### config.mk
export PLATFORM = sky130hd
export DESIGN_NAME = serpentine_scan_sequencer
export DESIGN_NICKNAME = d
export VERILOG_FILES = /design/src/sss_pkg.sv /design/src/serpentine_scan_sequencer.sv /design/src/sss_div.sv /design/src/sss_dp.sv /design/src/sss_ctrl.sv
export SDC_FILE = /design/constraint.sdc
export NUM_CORES = 1
export LEC_CHECK = 0
export ABC_CLOCK_PERIOD_IN_PS = 8800
export BUFFER_PORTS_ARGS = -buffer_cell sky130_fd_sc_hd__buf_4
export CELL_PAD_IN_SITES_DETAIL_PLACEMENT = 0
export CELL_PAD_IN_SITES_GLOBAL_PLACEMENT = 1
export CORE_ASPECT_RATIO = 1.5
export CORE_MARGIN = 3
export CORE_UTILIZATION = 40
export DETAILED_ROUTE_END_ITERATION = 10
export GPL_ROUTABILITY_DRIVEN = 0
export MAX_ROUTING_LAYER = met4
export PLACE_DENSITY = 0.69
export SLEW_MARGIN = 40
export SYNTH_ARGS = -nofsm -noshare
export SYNTH_HDL_FRONTEND = slang
export SYNTH_SLANG_ARGS = --single-unit
### constraint.sdc
create_clock -name clk_i -period 8.8 [get_ports clk_i]
set_clock_uncertainty 0.05 [all_clocks]
set_input_delay 0.88 -clock clk_i [delete_from_list [all_inputs] [get_ports clk_i]]
set_output_delay 0.88 -clock clk_i [all_outputs]
set_load 0.005 [all_outputs]
### src/sss_pkg.sv
// ----------------------------------------------------------------------------
// sss_pkg: serpentine scan sequencer shared definitions
// Widths, register indexes, command codes and the controller/datapath link.
// ----------------------------------------------------------------------------
package sss_pkg;

  localparam int RANGE_BITS = 20;   // width of ranges, frame counts and indexes
  localparam int CFG_W      = 20;   // widest configuration register
  localparam int CFG_IDX_W  = 3;
  localparam int FRAME_W    = 16;
  localparam int STEP_W     = 16;
  localparam int CNT_W      = $clog2(RANGE_BITS);

  // floor(v / 3) == (v * RECIP_THIRD) >> RECIP_SHIFT for every v below 2^17
  localparam int RECIP_SHIFT = 17;
  localparam int RECIP_THIRD = 43691;
  localparam int PROD_W      = FRAME_W + 1 + RECIP_SHIFT;

  typedef logic [RANGE_BITS-1:0] rng_t;

  typedef enum logic [CFG_IDX_W-1:0] {
    CFG_FRAME_WIDTH  = 3'd0,
    CFG_FRAME_HEIGHT = 3'd1,
    CFG_RANGE_X      = 3'd2,
    CFG_RANGE_Y      = 3'd3,
    CFG_X_DIR_INIT   = 3'd4,
    CFG_Y_DIR_INIT   = 3'd5
  } cfg_idx_e;

  typedef enum logic [1:0] {
    ACT_SHOOT  = 2'd0,
    ACT_MOVE_Y = 2'd1,
    ACT_MOVE_X = 2'd2,
    ACT_IDLE   = 2'd3
  } act_e;

  typedef enum logic [1:0] {
    PH_SHOOT     = 2'd0,
    PH_MOVE_Y    = 2'd1,
    PH_ROW_SHOOT = 2'd2,
    PH_MOVE_X    = 2'd3
  } phase_e;

  typedef enum logic [1:0] {
    ST_IDLE = 2'd0,
    ST_STEP = 2'd1,
    ST_DIV  = 2'd2,
    ST_EMIT = 2'd3
  } state_e;

  typedef struct packed {
    logic accept;      // latch the request
    logic step_load;   // register step sizes, load dividers
    logic div_step;    // one quotient bit on both axes
    logic emit;        // produce the command, advance scan state
  } cmd_t;

  typedef struct packed {
    logic div_last;
    logic out_free;
  } stat_t;

endpackage

### src/serpentine_scan_sequencer.sv
// ----------------------------------------------------------------------------
// serpentine_scan_sequencer: serpentine stage scan command generator
//
// Input channel (in_valid_i/in_ready_o) carries one request: start_req_i = 1
// starts a new scan from the current config registers, 0 asks for the next
// command. Output channel (out_valid_o/out_ready_i) returns exactly one
// command per request: action, step count, direction and last flag.
// Config registers are written through cfg_we_i/cfg_idx_i/cfg_data_i; the user
// must write them only while no request is in flight, the block does not enforce it.
// A next-command request goes straight to command issue. A start request first
// registers the step sizes (reciprocal multiply), then runs RANGE_BITS (20)
// quotient bits through the bit-serial frame count dividers, then the command
// is issued. One request is in flight at a time; the next is accepted the cycle
// after the command enters the output register.
// If the receiver stalls, the finished command waits in the output register and
// the next request is taken but held until that register drains.
// Reset clears the config registers and ends any scan: requests then return
// idle until a start request arrives.
// ----------------------------------------------------------------------------
module serpentine_scan_sequencer (
  input  logic                          clk_i,
  input  logic                          rst_ni,
  input  logic                          cfg_we_i,
  input  logic [sss_pkg::CFG_IDX_W-1:0] cfg_idx_i,
  input  logic [sss_pkg::CFG_W-1:0]     cfg_data_i,
  input  logic                          in_valid_i,
  output logic                          in_ready_o,
  input  logic                          start_req_i,
  output logic                          out_valid_o,
  input  logic                          out_ready_i,
  output logic [1:0]                    action_o,
  output logic [sss_pkg::STEP_W-1:0]    step_count_o,
  output logic                          direction_o,
  output logic                          last_o
);

  sss_pkg::cmd_t  cmd;
  sss_pkg::stat_t stat;

  sss_ctrl u_ctrl (
    .clk_i       (clk_i),
    .rst_ni      (rst_ni),
    .in_valid_i  (in_valid_i),
    .start_req_i (start_req_i),
    .in_ready_o  (in_ready_o),
    .stat_i      (stat),
    .cmd_o       (cmd)
  );

  sss_dp u_dp (
    .clk_i        (clk_i),
    .rst_ni       (rst_ni),
    .cfg_we_i     (cfg_we_i),
    .cfg_idx_i    (cfg_idx_i),
    .cfg_data_i   (cfg_data_i),
    .start_req_i  (start_req_i),
    .cmd_i        (cmd),
    .stat_o       (stat),
    .out_valid_o  (out_valid_o),
    .out_ready_i  (out_ready_i),
    .action_o     (action_o),
    .step_count_o (step_count_o),
    .direction_o  (direction_o),
    .last_o       (last_o)
  );

endmodule

### src/sss_div.sv
// ----------------------------------------------------------------------------
// sss_div: restoring divider, one quotient bit per cycle while step_i is high
// Quotient register holds the result after RANGE_BITS steps.
// ----------------------------------------------------------------------------
module sss_div (
  input  logic                       clk_i,
  input  logic                       rst_ni,
  input  logic                       load_i,
  input  logic                       step_i,
  input  sss_pkg::rng_t              dividend_i,
  input  logic [sss_pkg::STEP_W-1:0] divisor_i,
  output sss_pkg::rng_t              quotient_o
);

  sss_pkg::rng_t              quo_q, quo_d;
  logic [sss_pkg::STEP_W-1:0] rem_q, rem_d;
  logic [sss_pkg::STEP_W:0]   trial;
  logic                       fits;

  assign trial = {rem_q, quo_q[sss_pkg::RANGE_BITS-1]};
  assign fits  = (trial >= {1'b0, divisor_i});

  always_comb begin
    quo_d = quo_q;
    rem_d = rem_q;
    if (load_i) begin
      quo_d = dividend_i;
      rem_d = '0;
    end else if (step_i) begin
      quo_d = {quo_q[sss_pkg::RANGE_BITS-2:0], fits};
      rem_d = fits ? sss_pkg::STEP_W'(trial - {1'b0, divisor_i})
                   : sss_pkg::STEP_W'(trial);
    end
  end

  always_ff @(posedge clk_i or negedge rst_ni) begin
    if (!rst_ni) begin
      quo_q <= '0;
      rem_q <= '0;
    end else begin
      quo_q <= quo_d;
      rem_q <= rem_d;
    end
  end

  assign quotient_o = quo_q;

endmodule

### src/sss_dp.sv
// ----------------------------------------------------------------------------
// sss_dp: scan sequencer datapath
// Config registers, step size and frame count setup, scan position and the
// output register.
// ----------------------------------------------------------------------------
module sss_dp (
  input  logic                          clk_i,
  input  logic                          rst_ni,
  input  logic                          cfg_we_i,
  input  logic [sss_pkg::CFG_IDX_W-1:0] cfg_idx_i,
  input  logic [sss_pkg::CFG_W-1:0]     cfg_data_i,
  input  logic                          start_req_i,
  input  sss_pkg::cmd_t                 cmd_i,
  output sss_pkg::stat_t                stat_o,
  output logic                          out_valid_o,
  input  logic                          out_ready_i,
  output logic [1:0]                    action_o,
  output logic [sss_pkg::STEP_W-1:0]    step_count_o,
  output logic                          direction_o,
  output logic                          last_o
);

  // configuration
  logic [sss_pkg::FRAME_W-1:0] frame_w_q, frame_h_q;
  sss_pkg::rng_t               range_x_q, range_y_q;
  logic                        x_dir_q, y_dir_q;

  always_ff @(posedge clk_i or negedge rst_ni) begin
    if (!rst_ni) begin
      frame_w_q <= '0;
      frame_h_q <= '0;
      range_x_q <= '0;
      range_y_q <= '0;
      x_dir_q   <= 1'b0;
      y_dir_q   <= 1'b0;
    end else if (cfg_we_i) begin
      case (sss_pkg::cfg_idx_e'(cfg_idx_i))
        sss_pkg::CFG_FRAME_WIDTH:  frame_w_q <= cfg_data_i[sss_pkg::FRAME_W-1:0];
        sss_pkg::CFG_FRAME_HEIGHT: frame_h_q <= cfg_data_i[sss_pkg::FRAME_W-1:0];
        sss_pkg::CFG_RANGE_X:      range_x_q <= sss_pkg::rng_t'(cfg_data_i);
        sss_pkg::CFG_RANGE_Y:      range_y_q <= sss_pkg::rng_t'(cfg_data_i);
        sss_pkg::CFG_X_DIR_INIT:   x_dir_q   <= cfg_data_i[0];
        sss_pkg::CFG_Y_DIR_INIT:   y_dir_q   <= cfg_data_i[0];
        default: ;
      endcase
    end
  end

  // step size = max(1, floor(2 * frame / 3)) via reciprocal multiply
  logic [sss_pkg::PROD_W-1:0] x_prod, y_prod;
  logic [sss_pkg::STEP_W-1:0] x_third, y_third;
  logic [sss_pkg::STEP_W-1:0] x_step_q, y_step_q;

  assign x_prod  = sss_pkg::PROD_W'({frame_w_q, 1'b0})
                 * sss_pkg::PROD_W'(sss_pkg::RECIP_THIRD);
  assign y_prod  = sss_pkg::PROD_W'({frame_h_q, 1'b0})
                 * sss_pkg::PROD_W'(sss_pkg::RECIP_THIRD);
  assign x_third = x_prod[sss_pkg::RECIP_SHIFT +: sss_pkg::STEP_W];
  assign y_third = y_prod[sss_pkg::RECIP_SHIFT +: sss_pkg::STEP_W];

  always_ff @(posedge clk_i) begin
    if (cmd_i.step_load) begin
      x_step_q <= (x_third == '0) ? sss_pkg::STEP_W'(1) : x_third;
      y_step_q <= (y_third == '0) ? sss_pkg::STEP_W'(1) : y_third;
    end
  end

  // frame counts
  sss_pkg::rng_t x_cnt, y_cnt;

  sss_div u_div_x (
    .clk_i      (clk_i),
    .rst_ni     (rst_ni),
    .load_i     (cmd_i.step_load),
    .step_i     (cmd_i.div_step),
    .dividend_i (range_x_q),
    .divisor_i  (x_step_q),
    .quotient_o (x_cnt)
  );

  sss_div u_div_y (
    .clk_i      (clk_i),
    .rst_ni     (rst_ni),
    .load_i     (cmd_i.step_load),
    .step_i     (cmd_i.div_step),
    .dividend_i (range_y_q),
    .divisor_i  (y_step_q),
    .quotient_o (y_cnt)
  );

  logic [sss_pkg::CNT_W-1:0] div_cnt_q;

  always_ff @(posedge clk_i or negedge rst_ni) begin
    if (!rst_ni) begin
      div_cnt_q <= '0;
    end else if (cmd_i.step_load) begin
      div_cnt_q <= '0;
    end else if (cmd_i.div_step) begin
      div_cnt_q <= div_cnt_q + sss_pkg::CNT_W'(1);
    end
  end

  assign stat_o.div_last = (div_cnt_q == sss_pkg::CNT_W'(sss_pkg::RANGE_BITS - 1));

  // scan state
  logic            start_q;
  logic            active_q, active_d;
  sss_pkg::phase_e phase_q, phase_d;
  sss_pkg::rng_t   col_q, col_d, row_q, row_d;
  logic            ydir_q, ydir_d;

  // effective state: a start request restarts the scan before it is stepped
  logic            eff_active, eff_ydir;
  sss_pkg::phase_e eff_phase;
  sss_pkg::rng_t   eff_col, eff_row, row_inc;

  sss_pkg::act_e               act;
  logic [sss_pkg::STEP_W-1:0]  steps;
  logic                        dir, lst;

  assign eff_active = start_q | active_q;
  assign eff_phase  = start_q ? sss_pkg::PH_SHOOT : phase_q;
  assign eff_col    = start_q ? '0 : col_q;
  assign eff_row    = start_q ? '0 : row_q;
  assign eff_ydir   = start_q ? y_dir_q : ydir_q;
  assign row_inc    = eff_row + sss_pkg::rng_t'(1);

  always_comb begin
    act      = sss_pkg::ACT_IDLE;
    steps    = '0;
    dir      = 1'b0;
    lst      = 1'b0;
    active_d = eff_active;
    phase_d  = eff_phase;
    col_d    = eff_col;
    row_d    = eff_row;
    ydir_d   = eff_ydir;
    if (eff_active) begin
      case (eff_phase)
        sss_pkg::PH_SHOOT: begin
          act = sss_pkg::ACT_SHOOT;
          if (eff_col >= x_cnt) begin
            lst      = 1'b1;
            active_d = 1'b0;
            phase_d  = sss_pkg::PH_SHOOT;
          end else begin
            row_d   = '0;
            phase_d = (y_cnt > sss_pkg::rng_t'(1)) ? sss_pkg::PH_MOVE_Y
                                                   : sss_pkg::PH_MOVE_X;
          end
        end
        sss_pkg::PH_MOVE_Y: begin
          act     = sss_pkg::ACT_MOVE_Y;
          steps   = y_step_q;
          dir     = eff_ydir;
          phase_d = sss_pkg::PH_ROW_SHOOT;
        end
        sss_pkg::PH_ROW_SHOOT: begin
          act     = sss_pkg::ACT_SHOOT;
          row_d   = row_inc;
          phase_d = (y_cnt > sss_pkg::rng_t'(1) &&
                     row_inc < y_cnt - sss_pkg::rng_t'(1)) ? sss_pkg::PH_MOVE_Y
                                                           : sss_pkg::PH_MOVE_X;
        end
        sss_pkg::PH_MOVE_X: begin
          act     = sss_pkg::ACT_MOVE_X;
          steps   = x_step_q;
          dir     = x_dir_q;
          ydir_d  = ~eff_ydir;
          col_d   = eff_col + sss_pkg::rng_t'(1);
          phase_d = sss_pkg::PH_SHOOT;
        end
        default: ;
      endcase
    end
  end

  always_ff @(posedge clk_i or negedge rst_ni) begin
    if (!rst_ni) begin
      start_q  <= 1'b0;
      active_q <= 1'b0;
      phase_q  <= sss_pkg::PH_SHOOT;
      col_q    <= '0;
      row_q    <= '0;
      ydir_q   <= 1'b0;
    end else begin
      if (cmd_i.accept) begin
        start_q <= start_req_i;
      end
      if (cmd_i.emit) begin
        active_q <= active_d;
        phase_q  <= phase_d;
        col_q    <= col_d;
        row_q    <= row_d;
        ydir_q   <= ydir_d;
      end
    end
  end

  // output register
  logic                       out_valid_q;
  sss_pkg::act_e              act_q;
  logic [sss_pkg::STEP_W-1:0] steps_q;
  logic                       dir_q, last_q;

  always_ff @(posedge clk_i or negedge rst_ni) begin
    if (!rst_ni) begin
      out_valid_q <= 1'b0;
    end else if (cmd_i.emit) begin
      out_valid_q <= 1'b1;
    end else if (out_ready_i) begin
      out_valid_q <= 1'b0;
    end
  end

  always_ff @(posedge clk_i) begin
    if (cmd_i.emit) begin
      act_q   <= act;
      steps_q <= steps;
      dir_q   <= dir;
      last_q  <= lst;
    end
  end

  assign stat_o.out_free = ~out_valid_q | out_ready_i;

  assign out_valid_o  = out_valid_q;
  assign action_o     = act_q;
  assign step_count_o = steps_q;
  assign direction_o  = dir_q;
  assign last_o       = last_q;

endmodule

### src/sss_ctrl.sv
// ----------------------------------------------------------------------------
// sss_ctrl: scan sequencer controller
// Accepts requests and sequences setup, division and command issue.
// ----------------------------------------------------------------------------
module sss_ctrl (
  input  logic           clk_i,
  input  logic           rst_ni,
  input  logic           in_valid_i,
  input  logic           start_req_i,
  output logic           in_ready_o,
  input  sss_pkg::stat_t stat_i,
  output sss_pkg::cmd_t  cmd_o
);

  sss_pkg::state_e state_q, state_d;

  always_ff @(posedge clk_i or negedge rst_ni) begin
    if (!rst_ni) begin
      state_q <= sss_pkg::ST_IDLE;
    end else begin
      state_q <= state_d;
    end
  end

  always_comb begin
    state_d = state_q;
    case (state_q)
      sss_pkg::ST_IDLE: begin
        if (in_valid_i) begin
          state_d = start_req_i ? sss_pkg::ST_STEP : sss_pkg::ST_EMIT;
        end
      end
      sss_pkg::ST_STEP: state_d = sss_pkg::ST_DIV;
      sss_pkg::ST_DIV: begin
        if (stat_i.div_last) begin
          state_d = sss_pkg::ST_EMIT;
        end
      end
      sss_pkg::ST_EMIT: begin
        if (stat_i.out_free) begin
          state_d = sss_pkg::ST_IDLE;
        end
      end
      default: state_d = sss_pkg::ST_IDLE;
    endcase
  end

  always_comb begin
    in_ready_o = 1'b0;
    cmd_o      = '0;
    case (state_q)
      sss_pkg::ST_IDLE: begin
        in_ready_o   = 1'b1;
        cmd_o.accept = in_valid_i;
      end
      sss_pkg::ST_STEP: cmd_o.step_load = 1'b1;
      sss_pkg::ST_DIV:  cmd_o.div_step  = 1'b1;
      sss_pkg::ST_EMIT: cmd_o.emit      = stat_i.out_free;
      default: ;
    endcase
  end

endmodule

==> Implementation_results.wiki, run 1 <==
{| class="wikitable"
! Metric !! Value
|-
| Run status || finished, final reports clean
|-
| Register area || 6540 um^2
|-
| Kind of capture point of the worst setup path || flip-flop
|-
| Hold Worst Slack || 0.124 ns
|-
| Vertical die dimension || 303 um
|-
| Part of the Yosys area used for sequential elements || 0.277
|-
| Maximum level of the CTS H-tree || 1
|-
| Hold Buf Count CTS || 0
|-
| Detailed-route wire length per cell || 19.5 um
|-
| Cell area after technology mapping || 23600 um^2
|-
| Count of vias placed by the detailed router || 17500
|-
| Setup TNS || 0 ns
|-
| Antenna violations before repair || 0
|-
| Critical path cell sequence || ha_1 -> xor2_1 -> ha_1 -> inv_1 -> fa_1 -> inv_1 -> fa_1 -> fa_1 -> inv_1 -> fa_1 -> inv_1 -> ha_1 -> nand4_1 -> nor4_2 -> a221oi_2 -> a211oi_1 -> o21ai_1 -> a21boi_0 -> o211ai_1 -> a2111o_1 -> o31ai_2
|-
| Critical path required time || 9.13 ns
|-
| Synthesized net count || 2972
|-
| Count of unique library cells instantiated by Yosys || 85
|-
| Register-to-Register Setup Slack || 2.25 ns
|-
| Max-Cap Viols || 0
|-
| CORE AREA || 58100 um^2
|-
| Hold Vio Cnt, Final || 0
|-
| TritonCTS clock tree || built
|-
| Top-level I/O count || 51
|-
| Maximum fanout along the worst path || 8
|-
| Fraction of registers with async set/reset || 0.793
|-
| Beginning of the worst register-to-register path || u_dp.frame_w_q[1]
|-
| Area Growth Syn to Fin || 9.21%
|-
| Clock insertion delay at the later pin of the skew report || 0.55 ns
|-
| Class of the tightest hold or removal check || input pin to async pin
|-
| Delay contributed by the slowest stage of the critical path || 0.55 ns
|-
| Die outline area || 62000 um^2
|-
| Clock transition at the registers of the reported paths || 0.07 ns
|-
| Pins over their slew limit || 0
|-
| CTS-repair resized insts || 0
|-
| Fraction of layout cells with a size suffix above 1 || 0.0788
|-
| Number of port buffers || 50
|-
| Routed vias/inst || 5.34
|-
| Synth warnings || 0
|-
| Mean Syn Cell Area || 9.63 um^2
|-
| Final setup violating endpoints || 0
|-
| Number of nets in the layout || 3002
|-
| Deepest clock path buffer count || 3
|-
| Period minus WS final || 6.55 ns
|-
| Post-detailed-placement half-perimeter wirelength || 51400 um
|-
| TritonCTS sink count || 251
|-
| Max frequency || 0.153 GHz
|-
| Final Worst Setup Slack || 2.25 ns
|-
| Post-Syn Instances || 2449
|-
| Maximum number of pins on one net before global-route repair || 91
|-
| Total wire length || 63600 um
|-
| Clock root buffer || clkbuf_16
|-
| Via count of the first global-routing pass || 18500
|-
| Count of flip-flops with a built-in enable after synthesis || 52
|-
| Post-CTS Repair Setup Buffers || 0
|-
| Filler cell count || 5756
|-
| Global-route congestion overflow total || 0
|-
| GRT Overall Usage || 0.212
|-
| Beginning of the critical path || u_dp.frame_w_q[1]
|-
| Worst max-slew margin expressed relative to the limit || 0.468
|-
| Number of rows in the core area || 108
|-
| Post-route clock period utilization || 0.745
|-
| Category of the worst setup path launch point || flip-flop
|-
| Remaining DRCs || 0
|-
| # diodes || 0
|-
| Die W || 204 um
|-
| Violation count after the first detailed-route iteration || 870
|-
| Iteration count of the initial detailed-routing pass || 5
|-
| Crit-path slowest cell || fa_1
|-
| Worst slack after detailed placement || 2.28 ns
|-
| Transition time at the pin with the least slew margin || 0.792 ns
|-
| Critical path class || flip-flop to flip-flop
|-
| Post-DRT Antenna Nets || 0
|-
| Core occupancy in the finished layout || 0.443
|-
| Combined area of the multi-input logic cells || 15200 um^2
|-
| First-pass GRT wire length || 101000 um
|-
| Number of storage elements in the synthesis netlist || 251
|-
| Arrival time of data at the critical path endpoint || 6.88 ns
|-
| RSZ-0062 raised after global routing || no
|-
| Clock buffers created by TritonCTS || 27
|-
| Synth Flop Type || dfrtp_1
|-
| Effective utilization at floorplan || 0.406
|}
## sequential cells by signal, indices dropped and copies added (netlist names), 2 cells and up
name,cells
u_dp.u_div_x.quotient_o,20
u_dp.frame_h_q,16
u_dp.y_step_q,16
u_dp.range_x_q,20
u_ctrl.state_q,2
u_dp.phase_q,2
u_dp.u_div_y.rem_q,16
u_dp.u_div_y.quotient_o,20
u_dp.col_q,20
u_dp.step_count_o,16
u_dp.row_q,20
u_dp.frame_w_q,16
u_dp.u_div_x.rem_q,16
u_dp.div_cnt_q,5
u_dp.x_step_q,16
u_dp.range_y_q,20
u_dp.action_o,2
## per-layer routing
metal / part of all wire / vias to the layer above / global-route usage
met5: 0 / - / -
met4: 0.039 / 0 / 0.0741
met1: 0.38 / 8686 / 0.231
li1: - / 8370 / -
met2: 0.55 / 290 / 0.405
met3: 0.025 / 104 / 0.0127
## area by class of cell
cell class / instances / area share
clock buffers: 36 / 0.0291
clock inverters: 13 / 0.00524
inverters: 434 / 0.0632
multi-input cells: 1701 / 0.591
flip-flops and latches: 251 / 0.254
well taps: 770 / 0.0374
repair buffers: 64 / 0.0200
## worst paths after layout
| kind | end | cells after the start |
|---|---|---|
| hold / removal | u_dp.u_div_x.rem_q[9] | 1 |
| hold reg to reg | u_dp.range_y_q[6] | 1 |
| setup reg to reg | u_dp.x_step_q[0] | 21 |
| min in group clk_i | u_dp.range_y_q[6] | 1 |
| max in group asynchronous | u_dp.frame_w_q[9] | 3 |
| setup / recovery | u_dp.x_step_q[0] | 21 |
## placed cells by master, fill, tap and decap left out, types with 18 or more instances in the layout
master and n:
inv_1 432, xor2_1 56, nand3_1 38, o2bb2ai_1 26, mux2_2 61, nor2_1 161, mux2i_1 84, dfrtp_1 198
ha_1 337, or3_1 18, fa_1 155, xnor2_1 53, o21ai_0 72, nor2b_1 32, nand2_1 134, nor3_1 41
clkbuf_16 27, buf_4 60, a21oi_1 124, a21o_1 38, nand4_1 36, edfxtp_1 52
## critical path, delay by kind of cell (launching register included)
| kind | cells | cell delay (ns) |
|---|---|---|
| AO/OA/AOI/OAI | 7 | 1.71 |
| flip-flops | 1 | 0.48 |
| XOR/XNOR | 1 | 0.20 |
| AND/OR/NAND/NOR | 2 | 0.53 |
| adder cells (fa/ha/maj) | 7 | 3.19 |
| buffers and inverters | 4 | 0.21 |
## synthesized netlist by cell type (4+ instances only)
library cell | n | area (um^2)
and4_1 | 4 | 35.0
o21a_1 | 16 | 120
a21o_1 | 38 | 285
a21boi_0 | 4 | 30.0
inv_1 | 432 | 1620
o21ai_0 | 72 | 360
a221o_1 | 4 | 40.0
o21bai_1 | 8 | 60.1
o2bb2ai_1 | 26 | 228
clkbuf_1 | 47 | 176
mux2_2 | 61 | 687
o211ai_1 | 11 | 82.6
nor2_1 | 162 | 608
buf_1 | 11 | 41.3
a211oi_1 | 16 | 120
a21oi_1 | 124 | 621
and2_1 | 8 | 50.1
a311oi_1 | 5 | 43.8
xnor2_1 | 53 | 464
nand4_1 | 36 | 225
edfxtp_1 | 52 | 1560
or3_1 | 18 | 113
a22o_1 | 12 | 105
nor2b_1 | 32 | 200
o31ai_1 | 6 | 45.0
nor4_1 | 5 | 31.3
and3_1 | 17 | 106
o2111ai_1 | 4 | 35.0
nand3b_1 | 4 | 30.0
xor2_1 | 56 | 490
dfrtp_1 | 199 | 4980
nor3_1 | 44 | 220
a221oi_1 | 6 | 52.6
nand2b_1 | 17 | 106
ha_1 | 339 | 4240
nand3_1 | 38 | 190
o21ai_1 | 6 | 30.0
fa_1 | 155 | 3100
a31oi_1 | 15 | 93.8
nand2_1 | 135 | 507
mux2i_1 | 84 | 841
nor3b_1 | 4 | 30.0
## metrics by stage
step | cells | area, um^2
finish | 3269 | 25800
global route | 3269 | 25800
global placement | 3219 | 24800
CTS | 3268 | 25700
detailed placement | 3219 | 24900
floorplan | 2449 | 23600
## logic make-up (layout without fill, tap and decap cells)
group                      Yosys count  count (layout)  synth area share
buffers and inverters              497             547            0.0794
muxes                              145             145            0.0647
adders and majority gates          494             494             0.311
and+or+nand+nor                    546             546             0.113
AOI/OAI and AO/OA                  407             407             0.114
DFF                                251             251             0.277
xor gates and xnor gates           109             109            0.0405
Power of run 1 is not shown: default switching activity piles up to over one toggle a cycle in this logic, so the estimate is an artifact.
==> run 2: changes to the inputs <==
--- a/config.mk
+++ b/config.mk
@@ -5,7 +5,7 @@
 export SDC_FILE = /design/constraint.sdc
 export NUM_CORES = 1
 export LEC_CHECK = 0
-export ABC_CLOCK_PERIOD_IN_PS = 8800
+export ABC_CLOCK_PERIOD_IN_PS = 6040
 export BUFFER_PORTS_ARGS = -buffer_cell sky130_fd_sc_hd__buf_4
 export CELL_PAD_IN_SITES_DETAIL_PLACEMENT = 0
 export CELL_PAD_IN_SITES_GLOBAL_PLACEMENT = 1
==> constraint.sdc (replaced) <==
create_clock -name clk_i -period 6.04 [get_ports clk_i]
set_clock_uncertainty 0.05 [all_clocks]
set_input_delay 0.604 -clock clk_i [delete_from_list [all_inputs] [get_ports clk_i]]
set_output_delay 0.604 -clock clk_i [all_outputs]
set_load 0.005 [all_outputs]
==> Implementation_results.wiki, run 2 (same netlist as run 1, synthesis figures left out) <==
{| class="wikitable"
! Metric !! Value
|-
| Final Worst Setup Slack || 0.0921 ns (-2.16 ns)
|-
| Detailed-route wire length per cell || 19.7 um (+0.93%)
|-
| Critical path class || flip-flop to flip-flop
|-
| Remaining DRCs || 0 (unchanged)
|-
| Antenna violations before repair || 3 (+3)
|-
| Post-route clock period utilization || 0.985 (+0.240)
|-
| Critical path required time || 6.40 ns (-2.73 ns)
|-
| Number of port buffers || 50 (unchanged)
|-
| Category of the worst setup path launch point || flip-flop
|-
| Effective utilization at floorplan || 0.406 (unchanged)
|-
| Iteration count of the initial detailed-routing pass || 5 (unchanged)
|-
| Maximum number of pins on one net before global-route repair || 92 (+1.1%)
|-
| Register area || 6550 um^2 (+0.13%)
|-
| Most frequent standard cell in the layout excluding fill and tap cells || inv_1
|-
| Post-detailed-placement half-perimeter wirelength || 52300 um (+1.8%)
|-
| Transition time at the pin with the least slew margin || 0.790 ns (-0.00176 ns)
|-
| Die W || 204 um (unchanged)
|-
| Top-level I/O count || 51 (unchanged)
|-
| TritonCTS clock tree || built
|-
| Maximum level of the CTS H-tree || 1 (unchanged)
|-
| Via count of the first global-routing pass || 18700 (+0.82%)
|-
| RSZ-0062 raised after global routing || yes
|-
| Total wire length || 65500 um (+3.0%)
|-
| Class of the tightest hold or removal check || input pin to flip-flop
|-
| Period minus WS final || 5.95 ns (-0.604 ns)
|-
| Max frequency || 0.168 GHz (+10%)
|-
| Clock insertion delay at the later pin of the skew report || 0.58 ns (+0.03 ns)
|-
| Total placed cells including tap cells || 3269 (+1.6%)
|-
| Clock buffers created by TritonCTS || 28 (+3.7%)
|-
| Die outline area || 62000 um^2 (unchanged)
|-
| Violation count after the first detailed-route iteration || 770 (-11%)
|-
| Vertical die dimension || 303 um (unchanged)
|-
| GRT Overall Usage || 0.216 (+0.00433)
|-
| Area Growth Syn to Fin || 14.2%
|-
| TritonCTS sink count || 251 (unchanged)
|-
| Clock transition at the registers of the reported paths || 0.07 ns (about the same)
|-
| Worst slack after detailed placement || -0.166 ns (-2.45 ns)
|-
| Global-route congestion overflow total || 0 (unchanged)
|-
| Max-Cap Viols || 0 (unchanged)
|-
| Hold Vio Cnt, Final || 0 (unchanged)
|-
| Number of rows in the core area || 108 (unchanged)
|-
| Top library cells by usage in the layout, fill and taps aside || 423 x inv_1, 303 x ha_1, 191 x dfrtp_1
|-
| Routed vias/inst || 5.30 (-0.81%)
|-
| Kind of capture point of the worst setup path || flip-flop
|-
| Arrival time of data at the critical path endpoint || 6.30 ns (-0.58 ns)
|-
| Filler cell count || 5548 (-3.6%)
|-
| Pins over their slew limit || 0 (unchanged)
|-
| Final setup violating endpoints || 0 (unchanged)
|-
| Post-DRT Antenna Nets || 0 (unchanged)
|-
| Design Area, Final || 27000 um^2 (+4.6%)
|-
| Setup TNS || 0 ns (unchanged)
|-
| # diodes || 0 (unchanged)
|-
| Cell Count, Final, Fillers Out || 3335 (+2.0%)
|-
| Fraction of layout cells with a size suffix above 1 || 0.132 (+0.0529)
|-
| Clock root buffer || clkbuf_16
|-
| Run status || finished, final reports clean
|-
| Combined area of the multi-input logic cells || 15800 um^2 (+3.7%)
|-
| Count of vias placed by the detailed router || 17700 (+1.2%)
|-
| CORE AREA || 58100 um^2 (unchanged)
|-
| Worst max-slew margin expressed relative to the limit || 0.470 (+0.00206)
|-
| Deepest clock path buffer count || 3 (unchanged)
|-
| Maximum fanout along the worst path || 7 (-1)
|-
| Placed Instance Area || 25300 um^2 (+1.6%)
|-
| Number of nets in the layout || 3067 (+2.2%)
|-
| First-pass GRT wire length || 102000 um (+1.6%)
|}
-- run 2: layout make-up --
class / instances / share of cell area
clock buffer: 35 / 0.0285
timing repair buffer: 128 / 0.0383
clock inverter: 16 / 0.00771
sequential: 251 / 0.243
inverter: 434 / 0.0604
tap: 770 / 0.0357
multi-input combinational: 1701 / 0.586
-- run 2: metrics by stage --
step | hold WS (ns) | utilization
global route | 0.221 | 0.464
floorplan | 0.258 | -
finish | 0.234 | 0.464
detailed placement | 0.443 | 0.435
CTS | 0.208 | 0.453
global placement | 0.438 | 0.434
-- run 2: critical path, stage by stage, from the launching register on --
cell      delay (ns)
dfrtp_1         0.43
buf_6           0.16
ha_2            0.20
xor2_2          0.18
ha_1            0.28
inv_1           0.07
fa_1            0.51
inv_1           0.05
fa_1            0.48
fa_1            0.55
inv_1           0.05
fa_1            0.53
inv_1           0.06
ha_4            0.27
buf_4           0.12
o21a_1          0.16
o31ai_4         0.09
buf_4           0.16
a211oi_2        0.23
o21ai_1         0.14
a21boi_0        0.20
o211ai_1        0.10
a2111o_1        0.45
o31ai_2         0.24
-- run 2: final timing paths --
kind	cells past startpoint	startpoint	to	slack (ns)
min in group asynchronous	2	rst_ni	u_dp.u_div_x.rem_q[6]	0.49
hold / removal	2	cfg_data_i[19]	u_dp.range_y_q[19]	0.23
hold reg to reg	1	u_dp.range_x_q[7]	u_dp.range_x_q[7]	0.46
max in group asynchronous	4	rst_ni	u_dp.frame_w_q[7]	4.21
setup reg to reg	23	u_dp.frame_w_q[1]	u_dp.x_step_q[0]	0.09
setup / recovery	23	u_dp.frame_w_q[1]	u_dp.x_step_q[0]	0.09
-- run 2: layer usage --
metal / global-route usage / share of wire / up-vias
met5: - / 0 / -
met4: 0.0818 / 0.042 / 0
met3: 0.0114 / 0.019 / 107
met2: 0.417 / 0.55 / 238
met1: 0.232 / 0.38 / 8818
li1: - / - / 8496
-- run 2: repair_timing --
item / CTS / global route
hold buffers: 1 / 0
gates resized for setup: 13 / 88
hold endpoints to repair: 40 / 0
setup endpoints to repair: 2 / 6
setup buffers: 1 / 14
pin swaps: 9 / 41
Power of run 2 is left out for the same reason.
